$ cat src/rtl/core/dhd_pkg.sv
package dhd_pkg;

	// Port field widths
	localparam int CMD_W   = 2;
	localparam int PT_W    = 24;
	localparam int CAP_W   = 23;
	localparam int CNT_W   = 20;

	// Defaults for the top-level parameters
	localparam int MAX_REF_POINTS_DEF = 1024;
	localparam int COORD_BITS_DEF     = 24;

	// Squared distances: three squares of 24-bit magnitudes fit in 50 bits
	localparam int SQ_W   = 50;
	localparam int ROOT_W = SQ_W / 2;

	// Query counter saturates here
	localparam logic [CNT_W-1:0] CNT_MAX = '1;

	// distance_cap after reset: 100.0 in Q7.16
	localparam logic [CAP_W-1:0] CAP_RESET = 23'd6553600;

	// APB register map
	localparam int APB_AW = 3;
	localparam int APB_DW = 32;
	localparam logic REG_DISTANCE_CAP = 1'b0;

	typedef enum logic [CMD_W-1:0] {
		CMD_LOAD   = 2'd0,
		CMD_QUERY  = 2'd1,
		CMD_REPORT = 2'd2,
		CMD_CLEAR  = 2'd3
	} cmd_t;

	// Status from the distance pipeline to the controller
	typedef struct packed {
		logic busy;
		logic dist_valid;
	} pipe_stat_t;

endpackage

$ cat src/rtl/core/dhd_dist_pipe.sv
// Squared distance pipeline: one stored point per cycle
// s1 memory data, s2 per-axis squares, s3 sum
module dhd_dist_pipe #(
	parameter int COORD_BITS = dhd_pkg::COORD_BITS_DEF
) (
	input  logic                        clk,
	input  logic                        arst_n,
	input  logic                        issue,
	input  logic [3*COORD_BITS-1:0]     ref_word,
	input  logic [COORD_BITS-1:0]       query_x,
	input  logic [COORD_BITS-1:0]       query_y,
	input  logic [COORD_BITS-1:0]       query_z,
	output dhd_pkg::pipe_stat_t         stat,
	output logic [dhd_pkg::SQ_W-1:0]    sq_dist
);

	localparam int CB   = COORD_BITS;
	localparam int SQ_P = 2 * CB + 2;

	logic            valid_s1, valid_s2, valid_s3;
	logic [SQ_P-1:0] sqx_s2, sqy_s2, sqz_s2;
	logic [SQ_P-1:0] sum_s3;

	// Square of the difference of two signed coordinates
	function automatic logic [SQ_P-1:0] sq_diff(input logic [CB-1:0] a,
			input logic [CB-1:0] b);
		logic signed [CB:0] d;
		logic [CB:0]        m;
		logic [SQ_P-1:0]    p;
		d = $signed({a[CB-1], a}) - $signed({b[CB-1], b});
		m = d[CB] ? (CB+1)'(-d) : (CB+1)'(d);
		p = SQ_P'(m) * SQ_P'(m);
		return p;
	endfunction

	// Valid tracking
	always_ff @(posedge clk or negedge arst_n) begin
		if (!arst_n) begin
			valid_s1 <= 1'b0;
			valid_s2 <= 1'b0;
			valid_s3 <= 1'b0;
		end else begin
			valid_s1 <= issue;
			valid_s2 <= valid_s1;
			valid_s3 <= valid_s2;
		end
	end

	// Datapath
	always_ff @(posedge clk) begin
		sqx_s2 <= sq_diff(query_x, ref_word[CB-1:0]);
		sqy_s2 <= sq_diff(query_y, ref_word[2*CB-1:CB]);
		sqz_s2 <= sq_diff(query_z, ref_word[3*CB-1:2*CB]);
		sum_s3 <= sqx_s2 + sqy_s2 + sqz_s2;
	end

	assign sq_dist         = dhd_pkg::SQ_W'(sum_s3);
	assign stat.busy       = valid_s1 | valid_s2 | valid_s3;
	assign stat.dist_valid = valid_s3;

endmodule

$ cat config.mk
export PLATFORM = sky130hd
export DESIGN_NAME = dhd_dist_pipe
export DESIGN_NICKNAME = d
export VERILOG_FILES = /design/src/rtl/core/dhd_pkg.sv /design/src/rtl/core/dhd_dist_pipe.sv
export SDC_FILE = /design/constraint.sdc
export NUM_CORES = 2
export LEC_CHECK = 0
export BUFFER_PORTS_ARGS = -buffer_cell sky130_fd_sc_hd__buf_2
export CORE_ASPECT_RATIO = 1.5
export CORE_MARGIN = 1
export CORE_UTILIZATION = 65
export CTS_CLUSTER_DIAMETER = 50
export CTS_CLUSTER_SIZE = 16
export DETAILED_ROUTE_END_ITERATION = 16
export PLACE_DENSITY = 0.82
export SLEW_MARGIN = 20
export SYNTH_ARGS = -nofsm -noshare
export SYNTH_HDL_FRONTEND = slang
export SYNTH_SLANG_ARGS = --single-unit
$ cat constraint.sdc
create_clock -name clk -period 5.32 [get_ports clk]
set_input_delay 1.064 -clock clk [delete_from_list [all_inputs] [get_ports clk]]
set_output_delay 1.064 -clock clk [all_outputs]
set_load 0.05 [all_outputs]
==> results of run 1 <==
-- cell families after synthesis --
logic type | synth area share
other cells | 0.000115
flops | 0.0616
mux | 0.00173
simple gates | 0.111
fa+ha+maj | 0.574
xor+xnor | 0.0430
compound gates | 0.0894
buf+inv | 0.119
-- per-stage QoR --
step / hold slack [ns] / std cells / instance area, um^2 / util / setup TNS (ns)
4_1_cts: 0.360 / 10389 / 87600 / 0.878 / -475.20
2_1_floorplan: 0.348 / 7275 / 69200 / - / -457.29
3_3_place_gp: 0.361 / 10166 / 82600 / 0.829 / -565.20
3_5_place_dp: 0.371 / 10166 / 82600 / 0.829 / -586.46
-- synthesized netlist by cell type, drive strengths merged, types with 33 or more instances --
library cell / instances
a21oi: 227
ha: 660
clkbuf: 149
o21a: 46
and3: 35
dfxtp: 197
inv: 1875
nor2: 663
o21bai: 41
nand3: 63
a21o: 160
xnor2: 206
o21ai: 133
nand2b: 56
nand2: 553
buf: 33
o31ai: 36
xor2: 106
a31oi: 38
nor3: 56
fa: 1456
-- metal layers --
metal,GRT overflow,GRT usage
met5,1,0.282
met4,129,0.750
met3,6,0.588
met2,156,0.925
met1,13,0.699
-- repair_timing --
action,CTS
pin swaps,444
setup endpoints to repair,140
hold buffers,0
gates cloned,1
resized for setup,653
setup buffers,207
==> results_dict.tcl, run 1 <==
set metrics [dict create \
    rows 142 \
    cts_sinks 200 \
    synth_ff_type "dfxtp_1" \
    gp_congestion 1.03 \
    yosysSeqAreaShare 0.0616 \
    status "aborted with a tool error" \
    clk_path_buf_depth 2 \
    endpoint_type "register input" \
    h-tree-depth 4 \
    yosys_warnings 0 \
    synth_edf_count 0 \
    ios 199 \
    die_width_um 261 \
    syn_area_um2 65200 \
    cts_buffers 17 \
    synth_area_leaders "fa_1 45%, ha_1 13%, inv_1 11%" \
    gr-usage-all-layers 0.736 \
    firstError "[ERROR GRT-0232] Routing congestion too high. Check the congestion heatmap in the GUI." \
    ys_ff_latch 200 \
    place_ws_ns -5.37 \
    yosys.area.top_type "fa_1" \
    dp_hpwl_um 183000 \
    start_util 0.654 \
    die_h_um 390 \
    worst_endpoint "sqx_s2[48]$_DFF_P_/D" \
    syn-mean-instance-area_um2 9.03 \
    overflow 305 \
    yosysTopAreaCellShare 0.447 \
    postSynth.asyncResetShare 0.0150 \
    cts_root_buffer "clkbuf_16" \
    lastStage "global routing" \
    port_buffers 198 \
    ys_types 97 \
    syn_inst 7220 \
    grt_max_degree 25 \
]
==> run 2: changes to the inputs <==
CORE_ASPECT_RATIO = default   (was 1.5)
CORE_UTILIZATION = 40   (was 65)
CTS_CLUSTER_DIAMETER = default   (was 50)
CTS_CLUSTER_SIZE = default   (was 16)
PLACE_DENSITY = default   (was 0.82)
PLACE_DENSITY_LB_ADDON = 0.15   (was default)
==> results_dict.tcl, run 2 <==
set metrics [dict create \
    grtUsageMet3 0.0253 \
    worst_slew_pin_slew_ns 0.896 \
    slew_headroom 0.387 \
    synth_area_leaders "fa_1 45%, ha_1 13%, inv_1 11%" \
    yosysSeqAreaShare 0.0616 \
    layout_common_cells "1,745 x inv_1, 1,553 x buf_4, 1,398 x fa_1, 568 x ha_1, 543 x nor2_1" \
    startpoint "query_y[0]" \
    routed_wl_um 197000 \
    coreArea_um2 161000 \
    cts_root_buffer "clkbuf_16" \
    clk_path_buf_depth 2 \
    dp_hpwl_um 173000 \
    finalCritPeriodShare 1.87 \
    port_buffers 198 \
    die-area_um2 165000 \
    grt.busiest_layer "met2" \
    rows 147 \
    ys_types 97 \
    violations "setup timing" \
    via_per_inst 4.86 \
    reg2reg_to "sq_dist[39]$_DFF_P_" \
    whs_ns 0.362 \
    synth_edf_count 0 \
    end_kind "register" \
    ys_ff_latch 200 \
    crit_top_cell "fa_1" \
    synth_ff_type "dfxtp_1" \
    drt-pass1-iter-count 7 \
    hold_buffers 0 \
    wl_per_cell_um 17.6 \
    crit_path_top_delay_cell "fa_1" \
    ios 199 \
    cts_tree "done" \
    antenna_found_initial 15 \
    postSynth.asyncResetShare 0.0150 \
    drc 0 \
    rsz0062_at_grt "true" \
    clkTransAtPathRegs_ns 0.08 \
    syn_area_um2 65200 \
    fmax_mhz 100 \
    setup_violations 138 \
    ant_nets 0 \
    worst-setup-path-type "primary input to register" \
    gr-usage-all-layers 0.249 \
    grt_pass1_vias 59880 \
    vias 54366 \
    yosys.area.top_type "fa_1" \
    finalHoldViolations 0 \
    fin_crit_ns 9.95 \
    yosysMostFrequentCell "inv_1" \
    grt_pass1_wl_um 319000 \
    gp_congestion 0.937 \
    clock_latency_ns 0.48 \
    drive_gt1_frac 0.316 \
    slew_viol_final 0 \
    largest_reg_flops 50 \
    status "finished, violations left" \
    place_ws_ns -5.36 \
    arrival_ns 10.36 \
    finalNetCount 11274 \
    syn-mean-instance-area_um2 9.03 \
    diodes 0 \
    start_util 0.404 \
    hold_class "primary input to asynchronous set/reset pin" \
    synthTopCellsByCount "1,865 x inv_1, 1,456 x fa_1, 663 x nor2_1" \
    area_growth_pct 35.1 \
    max_stage_delay_ns 0.55 \
    r2r_slack_ns 0.35 \
    final_common_cell "inv_1" \
    yosysTopAreaCellShare 0.447 \
    die_width_um 406 \
    use_met1 0.330 \
    required_ns 5.72 \
    crit_path_start_kind "primary input" \
    use_met2 0.436 \
    grt_max_degree 25 \
    cts_buffers 17 \
    syn_inst 7220 \
    drt_iter0_markers 2745 \
    cts_sinks 200 \
    setup_slack_ns -4.63 \
    crit_path_max_fanout 5 \
    h-tree-depth 4 \
    drv_cap 0 \
    reg2reg_from "sqx_s2[15]$_DFF_P_" \
    die_h_um 406 \
    yosys_warnings 0 \
    overflow 0 \
    skew_ns 0.0134 \
    rr_worst_depth 13 \
]
==> run 2: cell type report <==
type / count / area [um^2]
Fill cell: 14843 / 73200
Multi-Input combinational cell: 5012 / 58900
Clock inverter: 14 / 154
Tap cell: 2160 / 2700
Sequential cell: 200 / 4020
Clock buffer: 17 / 425
Inverter: 1881 / 7180
Timing Repair Buffer: 1899 / 14800
==> run 2: worst max path at each step <==
stage,end,slack [ns],depth (start not counted)
floorplan,sqz_s2[49]$_DFF_P_,-4.54,40
global placement,sqz_s2[49]$_DFF_P_,-5.39,39
detailed placement,sqz_s2[49]$_DFF_P_,-5.36,39
CTS,sqz_s2[33]$_DFF_P_,-4.56,42
global route,sqy_s2[45]$_DFF_P_,-4.93,45
finish,sqy_s2[45]$_DFF_P_,-4.63,44
==> run 2: metal layers <==
| layer | wire length [um] | share of wire | vias to the layer above |
|---|---|---|---|
| li1 | - | - | 25515 |
| met1 | 85100 | 0.43 | 27562 |
| met2 | 99100 | 0.50 | 1034 |
| met3 | 8140 | 0.041 | 243 |
| met4 | 4720 | 0.024 | 12 |
| met5 | 72 | 0.00037 | - |
==> run 2: worst max-delay path, delay by kind of cell <==
kind                     cells  cell delay (ns)
buffers and inverters       13             1.23
AO/OA/AOI/OAI               16             2.76
AND/OR/NAND/NOR              3             0.54
XOR/XNOR                     2             0.40
adder cells (fa/ha/maj)     10             4.33
==> run 2: stage by stage <==
| stage | area (um^2) | utilization | instances | TNS [ns] |
|---|---|---|---|---|
| after floorplan | 69200 | - | 7275 | -457.29 |
| after global placement | 83600 | 0.518 | 11003 | -576.91 |
| after detailed placement | 83600 | 0.518 | 11003 | -583.51 |
| after CTS | 86300 | 0.535 | 11120 | -487.55 |
| after global routing | 88100 | 0.546 | 11183 | -532.70 |
| final | 88100 | 0.546 | 11183 | -491.81 |
==> run 2: kinds of logic (layout without fill, tap and decap cells) <==
| logic type | count (synthesis) | in the layout | share of synthesized area |
|---|---|---|---|
| other | 2 | 57 | 0.000115 |
| muxes | 11 | 11 | 0.00173 |
| adders and majority gates | 2116 | 2116 | 0.574 |
| AOI/OAI and AO/OA | 868 | 868 | 0.0894 |
| xor gates and xnor gates | 313 | 313 | 0.0430 |
| DFF | 200 | 200 | 0.0616 |
| buffers and inverters | 2063 | 3811 | 0.119 |
| and+or+nand+nor | 1647 | 1647 | 0.111 |
==> run 2: timing repair <==
item                                   in CTS  in global routing
setup buffers                              95                 73
setup endpoints to repair                 138                138
cloned                                      0                  3
endpoints found under the hold margin       0                  0
pin swaps                                 284                275
gates resized for setup                   331                333
Power of run 2 is not shown: default switching activity piles up to over one toggle a cycle in this logic, so the estimate is an artifact.
