## config.mk

```make
export PLATFORM = sky130hd
export DESIGN_NAME = dhd_isqrt
export DESIGN_NICKNAME = d
export VERILOG_FILES = /design/src/rtl/core/dhd_pkg.sv /design/src/rtl/core/dhd_isqrt.sv
export SDC_FILE = /design/constraint.sdc
export NUM_CORES = 1
export LEC_CHECK = 0
export BUFFER_PORTS_ARGS = -buffer_cell sky130_fd_sc_hd__buf_4
export CELL_PAD_IN_SITES_DETAIL_PLACEMENT = 2
export CELL_PAD_IN_SITES_GLOBAL_PLACEMENT = 2
export CORE_ASPECT_RATIO = 0.6
export CORE_MARGIN = 5
export CORE_UTILIZATION = 34
export DETAILED_ROUTE_END_ITERATION = 6
export PLACE_DENSITY = 0.88
export SKIP_LAST_GASP = 1
export SLEW_MARGIN = 20
export SYNTH_ARGS = -nofsm -noshare
export SYNTH_HDL_FRONTEND = slang
export SYNTH_SLANG_ARGS = --single-unit
```

## constraint.sdc

```tcl
create_clock -name clk -period 8.4 [get_ports clk]
set_input_delay 1.26 -clock clk [delete_from_list [all_inputs] [get_ports clk]]
set_output_delay 1.26 -clock clk [all_outputs]
set_load 0.005 [all_outputs]
```

## src/rtl/core/dhd_pkg.sv

```systemverilog
package dhd_pkg;

	// Port field widths
	localparam int CMD_W   = 2;
	localparam int PT_W    = 24;
	localparam int CAP_W   = 23;
	localparam int CNT_W   = 20;

	// Defaults for the top-level parameters
	localparam int MAX_REF_POINTS_DEF = 1024;
	localparam int COORD_BITS_DEF     = 24;

	// Squared distances: three squares of 24-bit magnitudes fit in 50 bits
	localparam int SQ_W   = 50;
	localparam int ROOT_W = SQ_W / 2;

	// Query counter saturates here
	localparam logic [CNT_W-1:0] CNT_MAX = '1;

	// distance_cap after reset: 100.0 in Q7.16
	localparam logic [CAP_W-1:0] CAP_RESET = 23'd6553600;

	// APB register map
	localparam int APB_AW = 3;
	localparam int APB_DW = 32;
	localparam logic REG_DISTANCE_CAP = 1'b0;

	typedef enum logic [CMD_W-1:0] {
		CMD_LOAD   = 2'd0,
		CMD_QUERY  = 2'd1,
		CMD_REPORT = 2'd2,
		CMD_CLEAR  = 2'd3
	} cmd_t;

	// Status from the distance pipeline to the controller
	typedef struct packed {
		logic busy;
		logic dist_valid;
	} pipe_stat_t;

endpackage

```

## src/rtl/core/dhd_isqrt.sv

```systemverilog
// Integer square root, one result bit per cycle
module dhd_isqrt (
	input  logic                        clk,
	input  logic                        arst_n,
	input  logic                        start,
	input  logic [dhd_pkg::SQ_W-1:0]    operand,
	output logic                        busy,
	output logic [dhd_pkg::ROOT_W-1:0]  root
);

	localparam int W = dhd_pkg::SQ_W;
	localparam logic [W-1:0] BIT_START = W'(1) << (W - 2);

	logic [W-1:0] v_q, res_q, bit_q;
	logic [W-1:0] trial;

	assign trial = res_q + bit_q;

	// Bit register doubles as the busy marker
	always_ff @(posedge clk or negedge arst_n) begin
		if (!arst_n) begin
			bit_q <= '0;
		end else if (start) begin
			bit_q <= BIT_START;
		end else begin
			bit_q <= bit_q >> 2;
		end
	end

	// Remainder and partial root
	always_ff @(posedge clk) begin
		if (start) begin
			v_q   <= operand;
			res_q <= '0;
		end else if (bit_q != '0) begin
			if (v_q >= trial) begin
				v_q   <= v_q - trial;
				res_q <= (res_q >> 1) + bit_q;
			end else begin
				res_q <= res_q >> 1;
			end
		end
	end

	assign busy = (bit_q != '0);
	assign root = res_q[dhd_pkg::ROOT_W-1:0];

endmodule

```

==> out/qor.csv, run 1 <==
stage;metric;value;unit
run_status;run status;complete, no violations;
global_route;grt total ovfl;0;
pwr;power share of the combinational group;0.595;
floorplanning;IO Count;79;
layout;most common cell after layout, fill and taps aside;nand2_1;
global_route;grt met2 use;0.3893;
hold_path;Hold Crit Start;res_q[2];
detailed_routing;DRT iter0 DRCs;739;
timing;Rel. slew slack;0.3150;
logic_synthesis;Main synth FF type;edfxtp_1;
critical_path;worst-case reg-to-reg path depth;21;
critical_path;Crit Path Max Fanout;50;
clocking;CTS clk-pin slew, worst paths;0.06;ns
clocking;CTS buffer count;17;
floorplanning;height of the die;153.3;µm
clocking;CTS root buf;clkbuf_16;
hold_path;min-delay worst type;flop to flop;
placed_design;RePlAce Congestion;0.9255;
logic_synthesis;synth warn;0;
layout;Synth-to-Final Area Change;11.28;%
timing;Final Max Slew Viols;0;
clocking;Clock Latency Late Sink;0.47;ns
critical_path;Crit Reg-Reg Endpoint;v_q[42];
placed_design;Final HPWL DP;35240;µm
clocking;Hold-fix buffers, CTS;0;
timing;setup TNS;0;ns
timing;measured slew at the worst slew-check pin;1.026;ns
clocking;CTS tree;built;
detailed_routing;via count;11648;
critical_path;Worst setup EP type;flop;
detailed_routing;post-route ant nets;0;
critical_path;crit start category;flop;
timing;final setup violation count;0;
logic_synthesis;count of flip-flops with a built-in enable after synthesis;50;
logic_synthesis;Area contributors post-synth;edfxtp_1, ha_1, dfxtp_1;
global_route;met3 usage;0.04195;
clocking;H-tree lvl count;4;
critical_path;critical-path cell list;ha_1 > a31oi_1 > o21ai_0 > a21oi_1 > o21bai_1 > a21o_1 > a31o_2 > a31oi_1 > o21ai_0 > xnor2_1 > ha_1 > a21oi_1 > o21bai_1 > a31oi_1 > o21a_1 > a2bb2oi_1 > o311ai_4 > a21oi_4 > buf_4 > o21ai_4 > buf_4;
timing;skew final;0.01138;ns
detailed_routing;WL/cell;24.67;µm
placed_design;I/O Buffers;78;
pwr;clock share of power;0.173;
floorplanning;core box area;33700;µm²
logic_synthesis;syn_area_per_cell;8.122;µm²
critical_path;Reg2Reg Setup Slack;1.49;ns
logic_synthesis;post-synthesis async set-or-reset flop share;0.2000;
critical_path;critical path type;flop to flop;
detailed_routing;Vias/cell;6.098;
logic_synthesis;Cell variety after synth;81;
timing;hold_ws;0.5693;ns
floorplanning;initial core utilization;0.3451;
timing;Final Hold Fails;0;
floorplanning;Die ar.;38130;µm²
layout;share of cells above drive strength 1;0.1090;
pwr;Sw Pwr;2.160;mW
pwr;maximum resistive drop on vdd;0.1706;mV
detailed_routing;Initial DRT Pass Iterations;5;
detailed_routing;final wirelength;47120;µm
pwr;P_int;2.305;mW
hold_path;cell depth of the worst min-delay path;2;
logic_synthesis;leading area contributor after synthesis;edfxtp_1;
clocking;Sink Count;125;
timing;Max Freq;144.7;MHz
global_route;largest net degree at the start of global routing;74;
clocking;Setup Buffers After CTS;0;
critical_path;RR Startpoint;bit_q[2];
clocking;maximum clock path buffer count;2;
timing;RSZ-0062 raised after global routing;false;
flow_run;max-cap viol count;0;
logic_synthesis;Synth Cell Area;11630;µm²
critical_path;crit-path max cell delay;0.47;ns
layout;Nets;1593;
pwr;switching share of power;0.4837;
global_route;vias in the first global route;12587;
floorplanning;Die W;248.8;µm
detailed_routing;DRC Markers;0;
logic_synthesis;FF+latch count, synth;125;
critical_path;Slowest cell on crit path;a21oi_4;
pwr;P_leak;5.129;nW
floorplanning;FP Rows;52;
global_route;met1 GRT Util;0.3321;
global_route;gr busiest metal;met2;
timing;Tcrit/Tclk final;0.8227;
global_route;initial antenna violation count;2;
logic_synthesis;cell count after synthesis;1432;
pwr;Seq pwr share;0.232;
layout;most frequent cells in the layout;nand2_1, o21ai_0, ha_1;
logic_synthesis;Seq/Total Area, Yosys;0.2689;
logic_synthesis;Synth Net Count;1588;
critical_path;Worst path most repeated cell;a31oi_1;
logic_synthesis;post-synth top area share;0.1291;
pwr;pwr dens;344.9;nW/µm²
clocking;post-CTS sizing;0;
timing;fin crit period;6.911;ns
global_route;first-pass GRT wire length;73510;µm
hold_path;Worst Hold End;res_q[2];
critical_path;CP arrival;7.02;ns
global_route;GRT Overall Usage;0.2408;
critical_path;CP required;8.51;ns
==> sequential cells by signal (all words and copies together), names as in the netlist <==
signal and cells:
res_q 50, v_q 50, bit_q 25
==> power groups by stage <==
| stage | combinational [mW] | sequential, mW | clock [mW] |
|---|---|---|---|
| after global placement | 2.42 | 1.03 | 0 |
| after CTS | 2.62 | 1.03 | 0.782 |
| after detailed placement | 2.57 | 1.04 | 0 |
| after global routing | 2.89 | 1.05 | 0.803 |
| final | 2.66 | 1.03 | 0.774 |
| after floorplan | 1.91 | 0.961 | 0 |
==> metrics by stage <==
step,instance area [µm²],std cells,worst slack [ns],utilization,power (mW)
after floorplan,11630,1432,1.336,-,2.868
after global placement,12370,1877,2.069,0.3669,3.450
after detailed placement,12370,1877,1.640,0.3669,3.610
after CTS,12940,1909,1.581,0.3840,4.438
after global routing,12940,1909,1.160,0.3840,4.739
final,12940,1910,1.489,0.3841,4.464
==> area by class of cell <==
cell class                      instances  area [µm²]
Fill cell                            3909       20760
Sequential cell                       125        3128
Tap cell                              459       574.3
Antenna cell                            1       2.502
Timing Repair Buffer                   87       653.1
Inverter                               34       127.6
Clock buffer                           20       456.7
Clock inverter                         12       118.9
Multi-Input combinational cell       1172        7883
==> kinds of logic after synthesis <==
family / synth area share
AOI/OAI and AO/OA: 0.2742
muxes: 0.02496
DFF: 0.2689
adders and majority gates: 0.1114
xor gates and xnor gates: 0.07530
and+or+nand+nor: 0.1902
buffers and inverters: 0.05497
==> metal layers <==
metal	part of all wire	routed length (µm)	vias to the layer above
met5	0.00015	7	-
li1	-	-	5340
met2	0.45	21380	300
met3	0.050	2376	74
met1	0.48	22470	5932
met4	0.019	888	2
==> Yosys cell counts (8+ instances only) <==
cell / n
o31ai_1: 12
buf_2: 15
xnor2_1: 56
a311oi_1: 19
or3_1: 23
a211oi_1: 10
nand2_1: 160
ha_1: 102
o21bai_1: 17
nand2b_1: 10
buf_4: 26
mux2i_1: 20
and2_1: 9
o31a_1: 11
nand3_1: 23
nor4_1: 12
mux2_2: 8
nor2b_1: 38
o21ai_0: 127
o21a_1: 16
dfxtp_1: 50
dfrtp_1: 25
a31oi_1: 49
clkbuf_1: 55
nor3_1: 24
inv_1: 34
xor2_1: 44
and3_1: 13
edfxtp_1: 50
a21o_1: 38
nand4_1: 29
a31o_2: 10
a21boi_0: 11
a221oi_1: 12
a21oi_1: 95
nor2_1: 93
==> worst max-delay path, delay by kind of cell, from the launching register on <==
kind,cells,cell delay (ns)
compound gates,16,4.24
buf+inv,2,0.86
fa+ha+maj,2,0.79
flops,1,0.44
xor+xnor,1,0.17
==> worst max-delay path by stage <==
stage                   from       to  slack [ns]  cells after the start
global route        res_q[2]  v_q[42]        1.16                     21
floorplan           bit_q[0]   v_q[0]        1.34                     20
detailed placement  res_q[2]  v_q[45]        1.64                     21
global placement    bit_q[2]  v_q[45]        2.07                     21
CTS                 bit_q[2]  v_q[42]        1.58                     21
finish              bit_q[2]  v_q[42]        1.49                     21
No activity file was read; power rests on OpenSTA's default activity.
==> inputs of run 2 (changes only) <==
==> constraint.sdc (replaced) <==
create_clock -name clk -period 6.3 [get_ports clk]
set_input_delay 0.945 -clock clk [delete_from_list [all_inputs] [get_ports clk]]
set_output_delay 0.945 -clock clk [all_outputs]
set_load 0.005 [all_outputs]
==> run 2 against run 1 <==
  * Die area is the same
  * Register-to-register slack got worse by 1.4 ns
  * Critical path depth is 1 lower
  * Clock skew down 0.0023 ns
  * First-iteration DRC count is 15% higher
  * Non-clock buffer count grew 7
  * Sequential power up 34%
  * Worst setup slack worse by 1.4 ns
  * Power up 36%
  * Wire length is 0.76% higher
  * Combinational power rose by 38%
  * Design area up 0.95%
==> out/qor.csv, run 2 (synthesis results as in run 1) <==
stage;metric;value;unit;change
run_status;run status;complete, no violations;;
critical_path;Crit Path Max Fanout;21;;-58%
clocking;H-tree lvl count;4;;unchanged
floorplanning;Die ar.;38130;µm²;unchanged
detailed_routing;DRC Markers;0;;unchanged
layout;Synth-to-Final Area Change;12.34;%;
flow_run;max-cap viol count;0;;unchanged
timing;Tcrit/Tclk final;0.9804;;+0.1577
timing;final worst slack;0.1232;ns;-1.366 ns
global_route;vias in the first global route;12670;;+0.66%
critical_path;worst-case reg-to-reg path depth;20;;-4.8%
clocking;CTS clk-pin slew, worst paths;0.06;ns;about the same
timing;RSZ-0062 raised after global routing;true;;
pwr;P_leak;5.173;nW;+0.85%
critical_path;Crit Reg-Reg Endpoint;res_q[41];;
timing;fin crit period;6.177;ns;-0.7342 ns
layout;share of cells above drive strength 1;0.1187;;+0.009690
placed_design;I/O Buffers;78;;unchanged
global_route;largest net degree at the start of global routing;72;;-2.7%
layout;ANT cells;0;;-1
timing;Final Hold Fails;0;;unchanged
global_route;first-pass GRT wire length;73020;µm;-0.67%
global_route;met1 GRT Util;0.3237;;-0.008426
critical_path;critical path type;flop to flop;;
detailed_routing;Vias/cell;6.083;;-0.25%
global_route;GRT Overall Usage;0.2383;;-0.002515
clocking;Sink Count;125;;unchanged
critical_path;Worst setup EP type;flop;;
floorplanning;initial core utilization;0.3451;;unchanged
detailed_routing;post-route ant nets;0;;unchanged
placed_design;RePlAce Congestion;0.9291;;+0.39%
floorplanning;Die W;248.8;µm;unchanged
floorplanning;core box area;33700;µm²;unchanged
hold_path;min-delay worst type;input port to asynchronous set/reset pin;;
critical_path;CP arrival;6.53;ns;-0.49 ns
critical_path;Reg2Reg Setup Slack;0.12;ns;-1.37 ns
global_route;gr busiest metal;met2;;
floorplanning;IO Count;79;;unchanged
clocking;Hold-fix buffers, CTS;0;;unchanged
layout;Nets;1601;;+0.50%
critical_path;RR Startpoint;res_q[2];;
detailed_routing;final wirelength;47480;µm;+0.76%
global_route;met3 usage;0.04704;;+0.005095
critical_path;CP required;6.65;ns;-1.86 ns
detailed_routing;DRT iter0 DRCs;852;;+15%
layout;Fill cells;3804;;-2.7%
placed_design;Final HPWL DP;35300;µm;+0.16%
timing;Final Max Slew Viols;0;;unchanged
layout;biggest regs;res_q (50), v_q (50), bit_q (25);;
layout;most common cell after layout, fill and taps aside;nand2_1;;
timing;measured slew at the worst slew-check pin;1.112;ns;+0.08582 ns
detailed_routing;WL/cell;24.77;µm;+0.39%
layout;most frequent cells in the layout;nand2_1, o21ai_0, ha_1;;
floorplanning;height of the die;153.3;µm;unchanged
timing;skew final;0.009101;ns;-0.002276 ns
pwr;maximum resistive drop on vdd;0.2303;mV;+35%
timing;final setup violation count;0;;unchanged
clocking;CTS buffer count;17;;unchanged
critical_path;crit start category;flop;;
pwr;pwr dens;463.3;nW/µm²;+34%
clocking;CTS root buf;clkbuf_16;;
global_route;initial antenna violation count;3;;+1
detailed_routing;Initial DRT Pass Iterations;5;;unchanged
floorplanning;FP Rows;52;;unchanged
detailed_routing;via count;11661;;+0.11%
pwr;Pwr Total;6.053;mW;+36%
timing;Max Freq;161.9;MHz;+12%
clocking;Clock Latency Late Sink;0.46;ns;about the same
global_route;grt met2 use;0.3904;;+0.001172
placed_design;Placement Setup Slack;-0.01198;ns;-1.652 ns
clocking;maximum clock path buffer count;2;;unchanged
timing;Rel. slew slack;0.2507;;-0.06429
global_route;grt total ovfl;0;;unchanged
clocking;CTS tree;built;;
==> run 2: cell types whose count changed in the layout (fill, tap and decap cells not counted), sizes merged <==
| cell | previous run | this run |
|---|---|---|
| buf | 87 | 94 |
| clkbuf | 20 | 23 |
| clkinv | 9 | 6 |
| bufinv | 2 | 0 |
| a21oi | 96 | 97 |
| clkinvlp | 0 | 1 |
| diode | 1 | 0 |
| inv | 35 | 36 |
==> run 2: per-layer routing <==
layer	share of wire	vias to the layer above
li1	-	5347
met5	0.00086	-
met2	0.46	309
met4	0.015	6
met1	0.47	5929
met3	0.054	70
==> run 2: worst max-delay path by stage <==
stage,from,end,cells after the start
floorplan,bit_q[0],v_q[0],20
global placement,res_q[2],res_q[45],19
detailed placement,res_q[2],res_q[33],19
CTS,res_q[4],res_q[41],18
global route,res_q[2],res_q[41],20
finish,res_q[2],res_q[41],20
==> run 2: area by class of cell <==
| class | instances | area [µm²] | area share |
|---|---|---|---|
| multi-input combinational | 1173 | 7923 | 0.6063 |
| sequential | 125 | 3129 | 0.2395 |
| timing repair buffer | 94 | 755.7 | 0.05784 |
| tap | 459 | 574.3 | 0.04395 |
| clock buffer | 23 | 499.2 | 0.03821 |
| inverter | 34 | 127.6 | 0.009767 |
| clock inverter | 9 | 57.56 | 0.004405 |
==> run 2: repair_timing <==
item | CTS | global route
pin swaps | 0 | 1
buffers inserted | 0 | 3
gates cloned | 0 | 1
gates resized for setup | 2 | 6
setup endpoints to repair | 82 | 102
==> run 2: per-stage QoR <==
stage               utilization  hold WS [ns]  instances  TNS [ns]  instance area (µm²)
floorplan                     -        0.4933       1432         0                11630
global placement         0.3693        0.5175       1881         0                12450
detailed placement       0.3693        0.5318       1881  -0.01669                12450
CTS                      0.3861        0.3953       1913         0                13010
global route             0.3877        0.4134       1917  -0.01937                13070
finish                   0.3877        0.3964       1917         0                13070
==> run 2: worst max-delay path, stage by stage (launching register included) <==
cell	delay, ns
dfxtp_1	0.41
ha_1	0.40
a21o_1	0.18
a31o_2	0.19
a31oi_1	0.14
o31a_1	0.34
a21oi_2	0.31
a41o_1	0.30
a31oi_1	0.14
o31ai_1	0.42
xnor2_1	0.17
ha_1	0.45
nand2_1	0.27
or4_4	0.64
nor4_2	0.30
a211o_2	0.27
a21oi_4	0.08
buf_4	0.17
buf_12	0.14
or3_1	0.38
a311oi_1	0.32
==> run 2: power breakdown <==
part / switching (mW) / total, mW / internal, mW
Combinational: 2.27 / 3.68 / 1.41
Clock: 0.437 / 0.993 / 0.556
Sequential: 0.220 / 1.38 / 1.16
